--- config.mk ---
export PLATFORM = sky130hd
export DESIGN_NAME = bpu_config
export DESIGN_NICKNAME = d
export VERILOG_FILES = /design/src/hdl/bpu_pkg.sv /design/src/hdl/bpu_config.sv
export SDC_FILE = /design/constraint.sdc
export NUM_CORES = 1
export LEC_CHECK = 0
export BUFFER_PORTS_ARGS = -buffer_cell sky130_fd_sc_hd__clkbuf_2
export CAP_MARGIN = 20
export CORE_MARGIN = 5
export CORE_UTILIZATION = 50
export CTS_BUF_LIST = sky130_fd_sc_hd__clkbuf_16
export CTS_CLUSTER_SIZE = 16
export DETAILED_ROUTE_END_ITERATION = 10
export PLACE_DENSITY = 0.81
export SETUP_SLACK_MARGIN = 0.1
export SYNTH_ARGS = -nofsm -noshare
export SYNTH_HDL_FRONTEND = slang
export SYNTH_SLANG_ARGS = --single-unit
--- constraint.sdc ---
create_clock -name clk -period 6.7 [get_ports clk]
set_input_delay 1.34 -clock clk [delete_from_list [all_inputs] [get_ports clk]]
set_output_delay 1.34 -clock clk [all_outputs]
set_load 0.05 [all_outputs]
--- src/hdl/bpu_pkg.sv ---
// bpu_pkg: shared types, codes and helpers for the BMP pixel unpacker.
// Used by every module under hdl/ but bpu_checker; depends on nothing.
package bpu_pkg;

  localparam int MAX_WIDTH = 4096;

  localparam int BPP_W   = 6;
  localparam int WIDTH_W = 13;
  localparam int ROW_W   = 15;
  localparam int IDX_W   = 3;

  localparam int CH_RED   = 0;
  localparam int CH_GREEN = 1;
  localparam int CH_BLUE  = 2;
  localparam int CH_ALPHA = 3;

  typedef enum logic [IDX_W-1:0] {
    REG_BPP        = 3'd0,
    REG_WIDTH      = 3'd1,
    REG_RED_MASK   = 3'd2,
    REG_GREEN_MASK = 3'd3,
    REG_BLUE_MASK  = 3'd4,
    REG_ALPHA_MASK = 3'd5
  } cfg_reg_t;

  typedef enum logic {
    CMD_PALETTE = 1'b0,
    CMD_PIXEL   = 1'b1
  } cmd_t;

  typedef enum logic [1:0] {
    OP_WRITE  = 2'd0,
    OP_LOOKUP = 2'd1,
    OP_DIRECT = 2'd2
  } op_kind_t;

  typedef struct packed {
    logic [BPP_W-1:0]   bpp;
    logic [WIDTH_W-1:0] width;
    logic [ROW_W-1:0]   row_size;
    logic [3:0][31:0]   mask;
    logic [3:0][4:0]    shift;
  } cfg_t;

  typedef struct packed {
    logic     valid;
    op_kind_t kind;
    logic [7:0]  addr;
    logic [31:0] word;
    logic     row_end;
    logic     run_end;
  } op_t;

  typedef struct packed {
    logic        valid;
    logic        direct;
    logic        hit;
    logic [31:0] word;
    logic        row_end;
    logic        run_end;
  } pix_t;

  function automatic logic [4:0] trailing_zeros(input logic [31:0] m);
    logic [31:0] v;
    logic [4:0]  n;
    v = m;
    n = '0;
    if (v[15:0] == 16'h0) begin
      n[4] = 1'b1;
      v = v >> 16;
    end
    if (v[7:0] == 8'h0) begin
      n[3] = 1'b1;
      v = v >> 8;
    end
    if (v[3:0] == 4'h0) begin
      n[2] = 1'b1;
      v = v >> 4;
    end
    if (v[1:0] == 2'h0) begin
      n[1] = 1'b1;
      v = v >> 2;
    end
    if (v[0] == 1'b0) begin
      n[0] = 1'b1;
    end
    if (m == 32'h0) begin
      n = '0;
    end
    return n;
  endfunction

endpackage

--- src/hdl/bpu_config.sv ---
// bpu_config: configuration registers, channel shift precompute, row geometry.
// Depends on bpu_pkg.
module bpu_config (
  input  logic                        clk,
  input  logic                        rst,
  input  logic                        cfg_valid,
  input  logic [bpu_pkg::IDX_W-1:0]   cfg_index,
  input  logic [31:0]                 cfg_data,
  output bpu_pkg::cfg_t               cfg
);

  logic [bpu_pkg::BPP_W-1:0]   bpp;
  logic [bpu_pkg::WIDTH_W-1:0] width_raw;
  logic [bpu_pkg::WIDTH_W-1:0] width;
  logic [3:0][31:0]            mask;
  logic [3:0][4:0]             shift;
  logic [17:0]                 w18;
  logic [17:0]                 prod;
  logic [17:0]                 rsum;

  always_ff @(posedge clk) begin
    if (rst) begin
      bpp                      <= 6'd8;
      width_raw                <= 13'd1;
      mask[bpu_pkg::CH_RED]    <= 32'h00ff_0000;
      mask[bpu_pkg::CH_GREEN]  <= 32'h0000_ff00;
      mask[bpu_pkg::CH_BLUE]   <= 32'h0000_00ff;
      mask[bpu_pkg::CH_ALPHA]  <= 32'h0000_0000;
      shift[bpu_pkg::CH_RED]   <= 5'd16;
      shift[bpu_pkg::CH_GREEN] <= 5'd8;
      shift[bpu_pkg::CH_BLUE]  <= 5'd0;
      shift[bpu_pkg::CH_ALPHA] <= 5'd0;
    end else if (cfg_valid) begin
      unique case (bpu_pkg::cfg_reg_t'(cfg_index))
        bpu_pkg::REG_BPP: begin
          bpp <= cfg_data[bpu_pkg::BPP_W-1:0];
        end
        bpu_pkg::REG_WIDTH: begin
          width_raw <= cfg_data[bpu_pkg::WIDTH_W-1:0];
        end
        bpu_pkg::REG_RED_MASK: begin
          mask[bpu_pkg::CH_RED]  <= cfg_data;
          shift[bpu_pkg::CH_RED] <= bpu_pkg::trailing_zeros(cfg_data);
        end
        bpu_pkg::REG_GREEN_MASK: begin
          mask[bpu_pkg::CH_GREEN]  <= cfg_data;
          shift[bpu_pkg::CH_GREEN] <= bpu_pkg::trailing_zeros(cfg_data);
        end
        bpu_pkg::REG_BLUE_MASK: begin
          mask[bpu_pkg::CH_BLUE]  <= cfg_data;
          shift[bpu_pkg::CH_BLUE] <= bpu_pkg::trailing_zeros(cfg_data);
        end
        bpu_pkg::REG_ALPHA_MASK: begin
          mask[bpu_pkg::CH_ALPHA]  <= cfg_data;
          shift[bpu_pkg::CH_ALPHA] <= bpu_pkg::trailing_zeros(cfg_data);
        end
        default: begin
        end
      endcase
    end
  end

  always_comb begin
    if (width_raw == '0) begin
      width = 13'd1;
    end else if (32'(width_raw) > bpu_pkg::MAX_WIDTH) begin
      width = 13'(bpu_pkg::MAX_WIDTH);
    end else begin
      width = width_raw;
    end
  end

  // row bytes = ceil(bpp * width / 32) * 4
  assign w18 = 18'(width);
  always_comb begin
    unique case (bpp)
      6'd2:    prod = w18 << 1;
      6'd4:    prod = w18 << 2;
      6'd8:    prod = w18 << 3;
      6'd16:   prod = w18 << 4;
      6'd24:   prod = (w18 << 4) + (w18 << 3);
      6'd32:   prod = w18 << 5;
      default: prod = w18;
    endcase
  end
  assign rsum = prod + 18'd31;

  assign cfg.bpp      = bpp;
  assign cfg.width    = width;
  assign cfg.row_size = {rsum[17:5], 2'b00};
  assign cfg.mask     = mask;
  assign cfg.shift    = shift;

endmodule

After elaboration in Yosys (flattened, before gate mapping):

Cells that the tools add are included.

* logic and storage cells: 131
* register bits: 167

* muxes and demuxes: 85
* $add $sub $neg: 2
* magnitude comparators: 1
* reductions and logical operators: 22
* eq/ne operators: 11

Operators by type and width (number)
* 15-bit two-way mux: 13
* 7-bit two-way mux: 16
* 18-bit one-hot mux with 6 select lines: 1
* 3-bit two-way mux: 16
* 1-bit two-way mux: 33
* 32-bit logical NOT: 1
* 8-bit logical NOT: 4
* 13-bit two-way mux: 2
* 5-bit two-way mux: 4
* 17-bit by 16-bit adder with 18-bit output: 1
* 18-bit by 5-bit adder with 18-bit output, second input constant: 1
* 16-bit logical NOT: 1
* 4-bit logical NOT: 4
* 13-bit greater-than comparator, second input constant: 1
* 13-bit logical NOT: 1
* 6-bit by 5-bit equality test with 1-bit output, second input constant: 2
* 2-bit AND reduction: 6
* 2-bit logical NOT: 4
* 3-bit by 2-bit equality test with 1-bit output, second input constant: 2
* 3-bit equality test, second input constant: 2
* 6-bit by 2-bit equality test with 1-bit output, second input constant: 1
* 6-bit by 3-bit equality test with 1-bit output, second input constant: 1
* 6-bit by 4-bit equality test with 1-bit output, second input constant: 1
* 6-bit equality test, second input constant: 1
* other kinds (2): 2

Depth between registers and ports, before layout:

* word-level depth: 22
* mapped depth: 16
* depth with buffers taken out: 14

Least setup slack after synthesis:

Ideal clock, no wire load.

* kind: register -> output
* start point: register width_raw[0] (netlist name)
* end point: output cfg[161] (netlist name)
* data arrival time: 4.960 ns
* cell stages (with the launch flop): 16
* buffers on the path: 1
* path slack: 0.400 ns
* required time: 5.360 ns
* path through: dfxtp_1 > nor4_1 > nand3_1 > a21oi_1 > ha_1 > fa_1 > a21o_1 > a221oi_1 > xor2_1 > nor2_1 > a211oi_1 > or4b_1 > or2_1 > buf_6 > or4_4 > xor2_1

RTL lines
* start, declared: line bpu_config.sv:13 `logic [bpu_pkg::WIDTH_W-1:0] width_raw;`
* start signal, assigned: line bpu_config.sv:39 `width_raw <= cfg_data[bpu_pkg::WIDTH_W-1:0];`
* end, declared: line bpu_config.sv:9 `output bpu_pkg::cfg_t cfg`

==> out/results.md <==
### Synth
* number of synthesis warnings: 0
* fraction of synthesis flops using an asynchronous set or reset pin: 0%
* syn_area_per_cell: 7.67 sq um
* number of distinct standard cells referenced by the synthesized netlist: 66
* cell count after synthesis: 1003
* sequential-to-total area share from yosys stat: 43.5%
* count of state elements after synthesis: 167
* number of enable flip-flop cells after synthesis: 0
* mapped cell area: 7690 sq um
* main flop type after synthesis: sky130_fd_sc_hd__dfxtp_1

### Setup path
* slowest CP cell: sky130_fd_sc_hd__or4b_1
* Reg-to-Reg Start: width_raw[12]
* endpoint of the worst-slack reg-to-reg timing path: width_raw[12]
* CP arrival: 4.78 ns
* R2R cell count: 3
* most used cell, CP: sky130_fd_sc_hd__xor2_1
* largest fanout on the critical path: 5
* register-to-register setup slack: 5.61 ns
* worst stage delay on the critical path: 0.59 ns
* data required time of the critical path: 5.36 ns
* startpoint class of the critical path: register
* list of cells traversed by the critical path: nor4_2 -> nand3_1 -> a21oi_1 -> ha_1 -> fa_1 -> a21o_1 -> a221oi_1 -> xor2_1 -> nor2_1 -> a211oi_1 -> or4b_1 -> or2_1 -> or4_4 -> xor2_1 -> clkbuf_2
* classification of the worst setup path: register to output port
* element type at the critical path end: output port

### Power and ir drop
* Max IR drop VDD: 0.192 mV
* pwr dens: 242 nW/um^2
* Static Leakage: 3.95 nW

### Timing
* final critical path time including I/O delays and setup: 6.12 ns
* Pins Over Slew Limit: 0
* Max-Slew Margin vs Limit: 35.5%
* final number of hold-violating endpoints: 0
* share of the clock period used by the worst path after layout: 91.3%
* upper clock frequency limit: 163 MHz
* total negative setup slack: 0 ns
* unrepaired setup endpoints after global routing: no
* Worst Tran Pin Value: 0.966 ns
* Post-Route Skew: 0 ns
* number of failing setup endpoints in the final timing report: 0

### Global route
* antenna violations before repair: 0
* number of global-route vias before repair: 7388
* aggregate global routing overflow: 0
* maximum number of pins on one net before global-route repair: 95
* Overall Global Routing Usage: 27.0%
* wire length of the first global-routing pass: 39.0 mm

### Clocking
* H-tree Lvls: 4
* CTS Buf Count: 17
* # clock sinks: 167
* buffer type at the clock tree root: sky130_fd_sc_hd__clkbuf_16
* CTS clock-pin slew for the worst setup and hold paths: 0.07 ns
* clock latency of the later-clocked register in the worst-skew pair: 0.42 ns
* number of buffers added for setup after CTS: 0
* number of hold buffers added after CTS: 0
* CTS tree: built
* number of gates resized after cts: 0
* clock tree buffer depth: 2

### Floorplanning
* Starting Density: 50.8%
* Core Region: 15100 sq um
* Cell Rows: 45
* DIE HEIGHT: 134 um
* number of top-level pins: 220
* area of the die: 18000 sq um
* width of the chip: 134 um

### Drt
* antenna viol nets, final: 0
* violation count after the first detailed-routing iteration: 805
* number of search-and-repair iterations in the first detailed-routing pass: 6
* average wire length per cell after detail routing: 18.3 um
* Remaining DRCs: 0
* Post-Route WL: 25.1 mm
* routed via count: 7907
* via-per-instance ratio: 5.75

### Layout
* fraction of final layout cells sized beyond drive strength 1: 23.9%
* area added between synthesis and finish: 21.6%
* Final #Nets: 1223
* top library cells by usage in the layout, fill and taps aside: 323 x sky130_fd_sc_hd__nand2_1, 216 x sky130_fd_sc_hd__clkbuf_2, 167 x sky130_fd_sc_hd__dfxtp_1, 156 x sky130_fd_sc_hd__a21oi_1, 33 x sky130_fd_sc_hd__nand3b_1
* commonest non-fill, non-tap cell in the layout: sky130_fd_sc_hd__nand2_1
* final cell area excluding filler cells: 9360 sq um
* number of diodes added for antenna fixing: 0

### Job
* maximum capacitance violations: 0

### Min path
* number of instances on the worst hold path: 2
* worst min-delay path category: register to register
* worst hold path startpoint: cfg[23]
* Worst Hold End: cfg[23]

### Placed design
* Port Buf Inserts: 217
* final RePlAce weighted congestion: 0.940
* Detailed Place HPWL: 17.3 mm
* placed cell areas: 8770 sq um

### Status
* status: completed

==> worst max-delay path: cells and delay by family (launching register included) <==
family          cells  cell delay, ns
simple gates        6            1.80
buf+inv             1            0.31
xor+xnor            2            0.33
flops               1            0.44
fa+ha+maj           2            0.66
compound gates      4            0.80
==> synthesized netlist by cell type, types with 5 or more instances <==
| cell type | n | area, sq um |
|---|---|---|
| sky130_fd_sc_hd__a21oi_1 | 156 | 781 |
| sky130_fd_sc_hd__ha_1 | 11 | 138 |
| sky130_fd_sc_hd__o221ai_1 | 5 | 43.8 |
| sky130_fd_sc_hd__a211o_1 | 7 | 61.3 |
| sky130_fd_sc_hd__a211oi_1 | 5 | 37.5 |
| sky130_fd_sc_hd__xor2_1 | 11 | 96.3 |
| sky130_fd_sc_hd__o21ai_0 | 24 | 120 |
| sky130_fd_sc_hd__nand2b_1 | 9 | 56.3 |
| sky130_fd_sc_hd__nor2b_1 | 10 | 62.6 |
| sky130_fd_sc_hd__and2_1 | 6 | 37.5 |
| sky130_fd_sc_hd__nand2_1 | 323 | 1210 |
| sky130_fd_sc_hd__nor2_1 | 15 | 56.3 |
| sky130_fd_sc_hd__nor4_1 | 10 | 62.6 |
| sky130_fd_sc_hd__dfxtp_1 | 167 | 3340 |
| sky130_fd_sc_hd__buf_2 | 8 | 40.0 |
| sky130_fd_sc_hd__and3_1 | 9 | 56.3 |
| sky130_fd_sc_hd__xnor2_1 | 11 | 96.3 |
| sky130_fd_sc_hd__inv_1 | 12 | 45.0 |
| sky130_fd_sc_hd__buf_4 | 5 | 37.5 |
| sky130_fd_sc_hd__nand3b_1 | 33 | 248 |
| sky130_fd_sc_hd__clkbuf_1 | 61 | 229 |
| sky130_fd_sc_hd__nand3_1 | 22 | 110 |
| sky130_fd_sc_hd__nor3_1 | 8 | 40.0 |
==> sequential cells by signal (all words and copies together) (netlist names) <==
signal and flops:
bpp 6, cfg 148, width_raw 13
==> layout make-up <==
| type | instances | area [sq um] |
|---|---|---|
| fillers | 1343 | 5790 |
| multi-input cells | 748 | 4000 |
| flip-flops and latches | 167 | 3340 |
| repair buffers | 227 | 1170 |
| clock buffers | 17 | 425 |
| well taps | 188 | 235 |
| clock inverters | 15 | 145 |
| inverters | 12 | 45.0 |
==> stage by stage <==
stage                     power, mW  hold WS [ns]  std cells  setup WS [ns]  util [%]
after global placement         1.32         0.441       1340           1.18      57.9
after floorplan                1.24         0.449       1004          0.400         -
after detailed placement       1.32         0.446       1340           1.08      57.9
after global routing           2.33         0.473       1374          0.245      61.8
after CTS                      2.27         0.456       1372          0.601      61.7
final                          2.26         0.452       1374          0.581      61.8
==> cell families after synthesis <==
group	count (synthesis)	synth area share, %
buffers and inverters	89	5.01
XOR/XNOR	22	2.50
adder cells (fa/ha/maj)	12	2.05
AO/OA/AOI/OAI	239	18.3
AND/OR/NAND/NOR	472	28.5
flip-flops	167	43.5
other	1	0.0487
multiplexers	1	0.130
==> metal layers <==
metal	global-route usage [%]	wire, um	vias up
met2	44.2	11800	391
met1	33.8	10200	3701
met4	9.11	669	0
met5	0	0	-
met3	8.78	2450	69
li1	-	-	3746
==> report_power, final <==
part / total [mW] / internal [mW] / leakage (nW) / switching [mW]
combinational: 0.275 / 0.0637 / 2.32 / 0.211
sequential: 1.03 / 1.01 / 1.35 / 0.0155
clock: 0.959 / 0.521 / 0.283 / 0.438
==> worst max path at each step <==
stage / to / from / depth (start not counted)
5_1_grt: cfg[161] / width_raw[0] / 15
2_1_floorplan: cfg[161] / width_raw[0] / 15
6_report: cfg[161] / width_raw[5] / 15
3_5_place_dp: cfg[161] / width_raw[12] / 14
3_3_place_gp: cfg[161] / width_raw[12] / 14
4_1_cts: cfg[161] / width_raw[12] / 14
Note: power is estimated with default switching activity, not from simulation.
