--- config.mk ---
export PLATFORM = sky130hd
export DESIGN_NAME = bpu_unpack
export DESIGN_NICKNAME = d
export VERILOG_FILES = /design/src/hdl/bpu_pkg.sv /design/src/hdl/bpu_unpack.sv
export SDC_FILE = /design/constraint.sdc
export NUM_CORES = 1
export LEC_CHECK = 0
export BUFFER_PORTS_ARGS = -buffer_cell sky130_fd_sc_hd__buf_2
export CORE_MARGIN = 4
export CORE_UTILIZATION = 54
export CTS_BUF_LIST = sky130_fd_sc_hd__clkbuf_4 sky130_fd_sc_hd__clkbuf_8
export DETAILED_ROUTE_END_ITERATION = 16
export HOLD_SLACK_MARGIN = 0.06
export PLACE_DENSITY = 0.93
export SETUP_SLACK_MARGIN = 0.3
export SLEW_MARGIN = 20
export SYNTH_ARGS = -nofsm -noshare
export SYNTH_HDL_FRONTEND = slang
export SYNTH_SLANG_ARGS = --single-unit
--- constraint.sdc ---
create_clock -name clk -period 7.85 [get_ports clk]
set_clock_uncertainty 0.1 [all_clocks]
set_input_delay 1.57 -clock clk [delete_from_list [all_inputs] [get_ports clk]]
set_output_delay 1.57 -clock clk [all_outputs]
set_load 0.005 [all_outputs]
--- src/hdl/bpu_pkg.sv ---
// bpu_pkg: shared types, codes and helpers for the BMP pixel unpacker.
// Used by every module under hdl/ but bpu_checker; depends on nothing.
package bpu_pkg;

  localparam int MAX_WIDTH = 4096;

  localparam int BPP_W   = 6;
  localparam int WIDTH_W = 13;
  localparam int ROW_W   = 15;
  localparam int IDX_W   = 3;

  localparam int CH_RED   = 0;
  localparam int CH_GREEN = 1;
  localparam int CH_BLUE  = 2;
  localparam int CH_ALPHA = 3;

  typedef enum logic [IDX_W-1:0] {
    REG_BPP        = 3'd0,
    REG_WIDTH      = 3'd1,
    REG_RED_MASK   = 3'd2,
    REG_GREEN_MASK = 3'd3,
    REG_BLUE_MASK  = 3'd4,
    REG_ALPHA_MASK = 3'd5
  } cfg_reg_t;

  typedef enum logic {
    CMD_PALETTE = 1'b0,
    CMD_PIXEL   = 1'b1
  } cmd_t;

  typedef enum logic [1:0] {
    OP_WRITE  = 2'd0,
    OP_LOOKUP = 2'd1,
    OP_DIRECT = 2'd2
  } op_kind_t;

  typedef struct packed {
    logic [BPP_W-1:0]   bpp;
    logic [WIDTH_W-1:0] width;
    logic [ROW_W-1:0]   row_size;
    logic [3:0][31:0]   mask;
    logic [3:0][4:0]    shift;
  } cfg_t;

  typedef struct packed {
    logic     valid;
    op_kind_t kind;
    logic [7:0]  addr;
    logic [31:0] word;
    logic     row_end;
    logic     run_end;
  } op_t;

  typedef struct packed {
    logic        valid;
    logic        direct;
    logic        hit;
    logic [31:0] word;
    logic        row_end;
    logic        run_end;
  } pix_t;

  function automatic logic [4:0] trailing_zeros(input logic [31:0] m);
    logic [31:0] v;
    logic [4:0]  n;
    v = m;
    n = '0;
    if (v[15:0] == 16'h0) begin
      n[4] = 1'b1;
      v = v >> 16;
    end
    if (v[7:0] == 8'h0) begin
      n[3] = 1'b1;
      v = v >> 8;
    end
    if (v[3:0] == 4'h0) begin
      n[2] = 1'b1;
      v = v >> 4;
    end
    if (v[1:0] == 2'h0) begin
      n[1] = 1'b1;
      v = v >> 2;
    end
    if (v[0] == 1'b0) begin
      n[0] = 1'b1;
    end
    if (m == 32'h0) begin
      n = '0;
    end
    return n;
  endfunction

endpackage

--- src/hdl/bpu_unpack.sv ---
// bpu_unpack: input holding register, row/pixel counters and per-pixel sequencer. Issues at most
// one palette write, palette lookup or direct pixel per cycle while adv is high. Depends on bpu_pkg.
module bpu_unpack (
  input  logic            clk,
  input  logic            rst,
  input  bpu_pkg::cfg_t   cfg,
  input  logic            adv,
  input  logic            s_valid,
  output logic            s_ready,
  input  logic            s_cmd,
  input  logic [7:0]      s_slot,
  input  logic [31:0]     s_word,
  input  logic [7:0]      s_byte,
  output bpu_pkg::op_t    op
);

  logic        hold_valid;
  logic        hold_cmd;
  logic [7:0]  hold_slot;
  logic [31:0] hold_word;
  logic [7:0]  sh;
  logic [2:0]  k;

  logic [bpu_pkg::ROW_W-1:0]   row_pos, row_pos_next;
  logic [bpu_pkg::WIDTH_W-1:0] column, column_next;
  logic [23:0]                 gather, gather_next;
  logic [1:0]                  bip, bip_next;

  logic       indexed, direct;
  logic [2:0] per_m1;
  logic [1:0] size_m1;
  logic [7:0] idx;
  logic [7:0] sh_next;
  logic       col_ok, col_last, last_pix, step, step_last, accept;
  logic [31:0] dword;

  assign indexed = (cfg.bpp == 6'd1) || (cfg.bpp == 6'd2) ||
                   (cfg.bpp == 6'd4) || (cfg.bpp == 6'd8);
  assign direct  = (cfg.bpp == 6'd16) || (cfg.bpp == 6'd24) || (cfg.bpp == 6'd32);

  always_comb begin
    unique case (cfg.bpp)
      6'd1: begin
        per_m1 = 3'd7; idx = {7'b0, sh[7]};   sh_next = sh << 1;
      end
      6'd2: begin
        per_m1 = 3'd3; idx = {6'b0, sh[7:6]}; sh_next = sh << 2;
      end
      6'd4: begin
        per_m1 = 3'd1; idx = {4'b0, sh[7:4]}; sh_next = sh << 4;
      end
      default: begin
        per_m1 = 3'd0; idx = sh;              sh_next = sh;
      end
    endcase
    unique case (cfg.bpp)
      6'd16:   size_m1 = 2'd1;
      6'd24:   size_m1 = 2'd2;
      default: size_m1 = 2'd3;
    endcase
  end

  assign col_ok   = column < cfg.width;
  assign col_last = (14'(column) + 14'd1) == 14'(cfg.width);
  assign last_pix = (k == per_m1) || col_last;
  assign dword    = {8'h00, gather} | (32'(sh) << {size_m1, 3'b000});

  always_comb begin
    if (hold_cmd == bpu_pkg::CMD_PIXEL && indexed) begin
      step_last = !col_ok || last_pix;
    end else begin
      step_last = 1'b1;
    end
  end

  assign step    = hold_valid && adv;
  assign s_ready = !hold_valid || (adv && step_last);
  assign accept  = s_valid && s_ready;

  always_comb begin
    column_next  = column;
    row_pos_next = row_pos;
    gather_next  = gather;
    bip_next     = bip;
    op.valid     = 1'b0;
    op.kind      = bpu_pkg::OP_WRITE;
    op.addr      = hold_slot;
    op.word      = hold_word;
    op.row_end   = col_last;
    op.run_end   = 1'b1;
    if (step) begin
      if (hold_cmd == bpu_pkg::CMD_PALETTE) begin
        op.valid = 1'b1;
      end else if (indexed || direct) begin
        if (indexed && col_ok) begin
          op.valid    = 1'b1;
          op.kind     = bpu_pkg::OP_LOOKUP;
          op.addr     = idx;
          op.run_end  = last_pix;
          column_next = column + 13'd1;
        end else if (direct && col_ok) begin
          if (bip >= size_m1) begin
            op.valid    = 1'b1;
            op.kind     = bpu_pkg::OP_DIRECT;
            op.word     = dword;
            column_next = column + 13'd1;
            gather_next = '0;
            bip_next    = '0;
          end else begin
            gather_next = gather | (24'(sh) << {bip, 3'b000});
            bip_next    = bip + 2'd1;
          end
        end
        if (step_last) begin
          if (row_pos + 15'd1 >= cfg.row_size) begin
            row_pos_next = '0;
            column_next  = '0;
            gather_next  = '0;
            bip_next     = '0;
          end else begin
            row_pos_next = row_pos + 15'd1;
          end
        end
      end
    end
  end

  always_ff @(posedge clk) begin
    if (rst) begin
      hold_valid <= 1'b0;
      row_pos    <= '0;
      column     <= '0;
      gather     <= '0;
      bip        <= '0;
      k          <= '0;
    end else begin
      row_pos <= row_pos_next;
      column  <= column_next;
      gather  <= gather_next;
      bip     <= bip_next;
      if (accept) begin
        hold_valid <= 1'b1;
        k          <= '0;
      end else if (step) begin
        if (step_last) begin
          hold_valid <= 1'b0;
        end else begin
          k <= k + 3'd1;
        end
      end
    end
  end

  always_ff @(posedge clk) begin
    if (accept) begin
      hold_cmd  <= s_cmd;
      hold_slot <= s_slot;
      hold_word <= s_word;
      sh        <= s_byte;
    end else if (step && !step_last) begin
      sh <= sh_next;
    end
  end

endmodule

After elaboration in Yosys (flattened, before gate mapping):

Index checks and enable logic that the tools add are counted.

* add/subtract/negate cells: 5
* multipliers: 0
* divide/modulo/power cells: 0
* order comparisons: 3
* equal/unequal tests: 9
* shift operators: 2
* muxes and demuxes: 41
* bitwise operators: 3
* reduce and logical (&&, ||, !) cells: 29

Operators by type and width (count)
* 24-bit 2-to-1 mux: 5
* 32-bit 2-to-1 mux: 3
* 43-bit 2-to-1 mux: 2
* 13-bit 2-to-1 mux: 5
* 8-bit one-hot mux with 3 select lines: 2
* 42-bit 2-to-1 mux: 1
* 24-bit by 32-bit bitwise OR with 32-bit output: 1
* 8-bit by 5-bit << shifter with 32-bit output: 1
* 8-bit 2-to-1 mux: 3
* 24-bit bitwise OR: 1
* 8-bit by 5-bit << shifter with 24-bit output: 1
* 15-bit by 1-bit adder with 15-bit output, second input constant: 1
* 15-bit greater-or-equal comparator: 1
* 15-bit 2-to-1 mux: 1
* 13-bit by 1-bit adder with 14-bit output, second input constant: 1
* 14-bit by 13-bit equality test with 1-bit output: 1
* 13-bit by 1-bit adder with 13-bit output, second input constant: 1
* 13-bit < comparator: 1
* 6-bit by 5-bit equality test with 1-bit output, second input constant: 2
* 2-bit 2-to-1 mux: 5
* 1-bit logical OR: 9
* 1-bit 2-to-1 mux: 9
* 3-bit 2-to-1 mux: 3
* 3-bit one-hot mux with 3 select lines: 1
* other kinds (19): 31

* register bits: 107
* latch bits: 0
* RAM bits: 0
* bits in read-only memories: 0
* input bits: 235
* word-level logic and storage cells: 102
* memories: 0

Longest topological paths before layout:

Gate-level depths: netlist of the first run.

* word-level depth: 11
* depth in mapped cells: 17

Worst setup path before layout of the first run:

No wires, ideal clock.

* path type: input-to-output
* start point: input cfg[177] (netlist bit)
* end point: output op[10] (netlist bit)
* data arrival time: 3.895 ns
* required time: 6.180 ns
* slack: 2.285 ns
* stages on the path: 13
* path buffers: 3
* path through: clkbuf_1 nor3_1 and3_1 clkbuf_1 inv_1 ha_1 nand2b_1 a21o_1 and2_1 nand4_1 clkbuf_1 nand2_1 o21ai_0

RTL lines
* start: declaration: RTL line bpu_unpack.sv:6 `input bpu_pkg::cfg_t cfg,`
* end: declaration: RTL line bpu_unpack.sv:14 `output bpu_pkg::op_t op`

==> results by group, run 1 <==
STA
  • Fmax: 166 MHz
  • Crit path time final: 6.02 ns
  • Slew Viols, Final: 0
  • Worst hold slack: 0.379 ns
  • Actual slew at the worst max-slew pin: 1.08 ns
  • Final Cycle Share: 76.7%
  • Setup_tns: 0 ns
  • Final setup viols: 0
  • Setup repair after global routing missed its margin: no
  • Relative slew margins: 27.8%
  • Hold Fails Final Rpt: 0

Place
  • Placed Cells: 970
  • PortBufs: 132
  • Post-detail-place hpwl: between 10000 and 15000 um
  • Placer Congestion: 0.902
  • Area post-placement: 7160 um2

Layout
  • Nets@finish: 1107
  • Fin util: 63.6%
  • Register area: 2630 um2
  • Fillers: 976
  • Area Growth Syn to Fin: 13.9%
  • Multi-input logic area: 3410 um2
  • Non-filler cells, final: 987
  • Fraction of layout instances using a drive strength above 1: 22.4%
  • Diode count: 0
  • Final Cell Area: around 7400 um2

Worst setup path
  • R2r setup slk: 3.30 ns
  • Crit path kind: in2out
  • Critical path buffer and inverter count: 4
  • Crit-path leading delay family: simple AND/OR/NAND/NOR gates
  • Top cell by count, worst path: buf_2
  • Arr. time, crit path: 4.35 ns
  • Slowest stage cell, crit path: and3_1
  • RR Startpoint: row_pos[0]$_SDFFE_PP0P_
  • Crit end category: output port
  • CP peak stage delay: about 0.45 ns
  • Crit start category: primary input
  • Critical-path cell list: buf_2 -> nor3_1 -> and3_1 -> inv_1 -> ha_1 -> nand2b_1 -> a21o_1 -> and2_1 -> nand4_1 -> buf_4 -> nand2_1 -> o21ai_0 -> buf_2
  • Max Fanout on Critical Path: 64
  • Crit path launch: cfg[177]
  • Required time of the critical path: 6.18 ns

Clock tree
  • Postcts setup bufs: 0
  • PostCTS Resize Cnt: 0
  • CTS tree: done
  • Worst-skew pair later-pin latency: 0.38 ns
  • Clk root buf: clkbuf_8
  • Reg clk slew, reported paths: about 0.1 ns
  • Max Root-Sink Buffers: 2
  • Number of CTS-inserted buffers: 9
  • Htree depth: 3
  • CTS Sinks: 107
  • Hold buffer count at cts: 0

Global routing
  • Total track usage: 22.1%
  • Vias in the first global route: 5439
  • Largest net degree at the start of global routing: 65
  • Initial antenna violation count: 0
  • First-pass GRT wire length: 25900 um
  • Final global-route overflow total: 0

Synthesis
  • Async set-reset flop share out of synthesis: 0%
  • Area share of the largest cell type after synthesis: 22.7%
  • Mapped Cells: 736
  • Cell with the most instances after synthesis: nand2_1
  • Mapped Nets: 1004
  • Ys flop type: dfxtp_1
  • Yosys warns: 0
  • Sequential fraction of the synthesis area: 40.6%
  • Synth area leaders: edfxtp_1 (23%), dfxtp_1 (18%), ha_1 (6.4%)
  • Syn Area/Cell: around 9 um2
  • Seq cells post-synth: about 110
  • Synth area leader: edfxtp_1
  • Post-Syn Area: 6490 um2
  • Count of different cell masters after synthesis: 71
  • EDFF count, synth: 49
  • Post-synth top cells: nand2_1 (96), inv_1 (70), o21ai_0 (60)

Floorplanning
  • Die area: about 14000 um2
  • DIE WIDTH: 118 um
  • Die H: about 120 um
  • Ports: 281
  • Initial core utilization: between 50% and 60%
  • Num rows: 39
  • Core area: 11600 um2

Drt
  • Post-Route WL: 15700 um
  • Wire per inst: 15.9 um
  • Vias per cell: approximately 5.7
  • Pre-antenna DRT Iters: 5
  • Via count: 5669
  • DRC violation count after routing: 0
  • Initial drt markers: around 420
  • Antenna violation net count after detailed routing: 0

Pwr
  • Max IR drop VDD: ~0.17 mV
  • Switching Share: 25.4%
  • Leak pwr: around 0.0031 uW
  • PD cells: 148 nW/um2
  • Sequential share of power: ~57%
  • Clock Power Share: approximately 33%
  • Comb pwr share: 10.2%
  • P_sw: ~280 uW
  • P_int: 815 uW

Job
  • Maxcap violations: 0

Outcome
  • Outcome: complete, no violations

Worst hold path
  • HP Start: gather[10]$_SDFFE_PP0P_
  • HP Class: reg2reg
[worst min-delay path, cell delays in order, from the launching register on]
cell and delay, ns:
dfxtp_1 0.32, inv_1 0.05, o22ai_1 0.07
[flip-flops by register name, indices dropped and copies added (netlist names)]
name and cells:
bip 2, column 13, gather 24, hold_cmd 1
hold_slot 8, hold_valid 1, hold_word 32, k 3
row_pos 15, sh 8
[per-layer routing]
| metal | global-route usage, % | part of all wire [%] | up-vias |
|---|---|---|---|
| met3 | 4.28 | 5.7 | 15 |
| met5 | 0 | 0 | - |
| met1 | 28.9 | 44 | 2661 |
| met2 | 38.7 | 50 | 175 |
| li1 | - | - | 2818 |
| met4 | 3.74 | 1.1 | 0 |
[area by class of cell]
type                            count  share of cell area, %
Clock inverter                      6                   1.05
Clock buffer                       10                   1.86
Tap cell                          143                   2.42
Multi-Input combinational cell    514                   46.1
Inverter                           71                   3.61
Timing Repair Buffer              136                   9.35
Sequential cell                   107                   35.6
[cells in the final DEF (no fill, tap or decap), types with 25 or more instances in the layout]
| cell | count |
|---|---|
| a21oi_1 | 27 |
| edfxtp_1 | 49 |
| inv_1 | 70 |
| dfxtp_1 | 58 |
| nor2_1 | 29 |
| nand2_1 | 96 |
| nor3_1 | 28 |
| o22ai_1 | 25 |
| buf_2 | 132 |
| o21ai_0 | 60 |
| xnor2_1 | 28 |
| ha_1 | 33 |
[through the flow]
stage	worst slack [ns]	power (uW)
global placement	1.91	737
CTS	1.91	1100
detailed placement	1.91	742
floorplan	2.29	688
finish	1.83	1090
global route	1.57	1140
[path summary, 6_finish.rpt]
| kind | to | cells past startpoint |
|---|---|---|
| min reg2reg | gather[10]$_SDFFE_PP0P_ | 2 |
| max reg2reg | gather[19]$_SDFFE_PP0P_ | 15 |
| min | gather[10]$_SDFFE_PP0P_ | 2 |
| max | op[20] | 13 |
[power by group through the flow]
| stage | Sequential [uW] | Combinational [uW] | Clock, uW |
|---|---|---|---|
| finish | 618 | 111 | 363 |
| global route | 620 | 126 | 391 |
| CTS | 618 | 112 | 366 |
| detailed placement | 630 | 111 | 0 |
| global placement | 629 | 108 | 0 |
| floorplan | 619 | 68.7 | 0 |
[kinds of logic (layout without fill, tap and decap cells)]
logic type / count (synthesis) / in the layout / synth area share, %
compound gates: 170 / 170 / 17.1
flops: 107 / 107 / 40.6
buf+inv: 115 / 223 / 7.21
xor+xnor: 39 / 39 / 5.26
fa+ha+maj: 33 / 33 / 6.36
mux: 23 / 23 / 3.93
simple gates: 249 / 249 / 19.6
(Power assumes the default switching activity.)
==> inputs of run 2 (changes only) <==
CORE_UTILIZATION = 50   (was 54)
PLACE_DENSITY = 0.88   (was 0.93)
clock period = 6.1 ns   (was 7.85 ns; I/O delays follow)
==> run 2 against run 1 <==
Effect of this change: sequential cell count stayed put; non-clock buffer count stayed put; die area rose by 7.4%; via count is 0.37% higher; clock-buffer cell count unchanged; first-iteration DRC count is 33% higher; sequential power grew 28%; critical path depth unchanged; hold slack got worse by 0.0013 ns; wire length fell by 1.7%; critical endpoint is now op[33]; cell count grew 2.9%; largest cell class unchanged; register-to-register slack got worse by 2.0 ns.
==> results by group, run 2 (same netlist as run 1, synthesis figures left out) <==
Outcome
  • Outcome: complete, no violations

Global routing
  • First-pass GRT wire length: between 20000 and 25000 um
  • Total track usage: 20.6%
  • Final global-route overflow total: 0
  • Largest net degree at the start of global routing: 65
  • Vias in the first global route: 5314
  • Initial antenna violation count: 0

STA
  • Final Cycle Share: 87.2%
  • Setup_tns: 0 ns
  • Crit path time final: 5.32 ns
  • Slew Viols, Final: 0
  • Relative slew margins: 26.4%
  • Hold Fails Final Rpt: 0
  • Final setup viols: 0
  • Fmax: 188 MHz
  • Actual slew at the worst max-slew pin: 1.10 ns
  • Final worst slack: 0.784 ns
  • Setup repair after global routing missed its margin: no

Layout
  • Most frequent cells in the layout: buf_2 (132), nand2_1 (96), inv_1 (70)
  • Largest Register: hold_word
  • Fin util: between 50% and 60%
  • Most common cell after layout, fill and taps aside: buf_2
  • Biggest regs: hold_word (32), gather (24), row_pos (15)
  • Non-filler cells, final: 1016
  • Fraction of layout instances using a drive strength above 1: a little under a quarter
  • Max reg flops: 32
  • Area Growth Syn to Fin: 14.0%
  • Diode count: 0
  • Nets@finish: between 1000 and 1500

Worst hold path
  • Hold Crit Depth: 2
  • HP Class: reg2reg
  • Hold EP: gather[9]$_SDFFE_PP0P_
  • HP Start: gather[9]$_SDFFE_PP0P_

Place
  • Post-detail-place hpwl: 11400 um
  • PortBufs: between 100 and 150
  • Pre-CTS WS: ~0.8 ns
  • Placed Cells: 1000
  • Placer Congestion: 0.923

Drt
  • Post-Route WL: ~15000 um
  • Initial drt markers: 551
  • Via count: 5690
  • DRC violation count after routing: 0
  • Wire per inst: 15.2 um
  • Pre-antenna DRT Iters: 5
  • Antenna violation net count after detailed routing: 0
  • Vias per cell: 5.60

Pwr
  • Max IR drop VDD: 0.196 mV
  • PD cells: about 180 nW/um2
  • Leak pwr: 0.00312 uW
  • Tot Pwr: 1350 uW

Floorplanning
  • Initial core utilization: around half
  • Die area: 14900 um2
  • Ports: 281
  • Core area: 12700 um2
  • DIE WIDTH: 122 um
  • Die H: 122 um
  • Num rows: roughly 40

Worst setup path
  • Crit path kind: in2out
  • R2r worst-path depth: 14
  • R2r setup slk: 1.26 ns
  • Required time of the critical path: 4.78 ns
  • RR Startpoint: row_pos[0]$_SDFFE_PP0P_
  • RR Endpoint: gather[10]$_SDFFE_PP0P_
  • Crit path launch: cfg[177]
  • Crit start category: primary input
  • Crit end category: output port
  • Max Fanout on Critical Path: 64
  • Arr. time, crit path: 4.00 ns

Clock tree
  • Postcts setup bufs: 0
  • Htree depth: 3
  • Reg clk slew, reported paths: 0.10 ns
  • Max Root-Sink Buffers: 2
  • CTS Sinks: 107
  • Worst-skew pair later-pin latency: around 0.38 ns
  • Hold buffer count at cts: 0
  • CTS tree: done
  • PostCTS Resize Cnt: 0
  • Clk root buf: clkbuf_8
  • Number of CTS-inserted buffers: 9

Job
  • Maxcap violations: 0
## run 2: changes by cell type in the layout (fill, tap and decap cells not counted), sizes merged
| cell | before | now |
|---|---|---|
| clkinv | 1 | 2 |
| inv | 74 | 73 |
| bufinv | 1 | 0 |
| clkinvlp | 1 | 2 |
## run 2: worst max-delay path by stage
stage               slack, ns     end  depth (start not counted)
global route             0.58  op[28]                         13
global placement         0.87  op[12]                         13
floorplan                1.24  op[10]                         13
detailed placement       0.82  op[33]                         13
CTS                      0.79  op[33]                         13
finish                   0.78  op[33]                         13
## run 2: area by class of cell
cell class	instances	area [um2]
multi-input combinational	514	3410
tap	172	215
timing repair buffer	136	691
clock buffer	10	138
fill	1153	5270
sequential	107	2630
clock inverter	6	46.3
inverter	71	267
## run 2: report_power, final
group	internal, uW	total (uW)	switching (uW)
Clock	163	412	249
Sequential	776	794	18.3
Combinational	62.8	143	80.4
Total	1000	1350	347
## run 2: per-layer routing
metal	GRT usage (%)	routed length (um)
met5	0	0
met4	5.53	268
met3	3.85	881
met2	34.9	7240
met1	27.0	7040
## run 2: critical path: stages
cell and delay, ns:
buf_2 0.15, nor3_1 0.34, and3_1 0.44, inv_1 0.09
ha_1 0.27, nand2b_1 0.14, a21o_1 0.20, and2_1 0.17
nand4_1 0.10, buf_4 0.45, nand2_1 0.12, o21ai_0 0.13
buf_2 0.16
## run 2: metrics by stage
step | instance area [um2] | hold slack [ns]
after CTS | 7390 | 0.378
final | 7400 | 0.378
after global routing | 7400 | 0.396
after detailed placement | 7200 | 0.363
after global placement | 7200 | 0.358
after floorplan | 6490 | 0.351
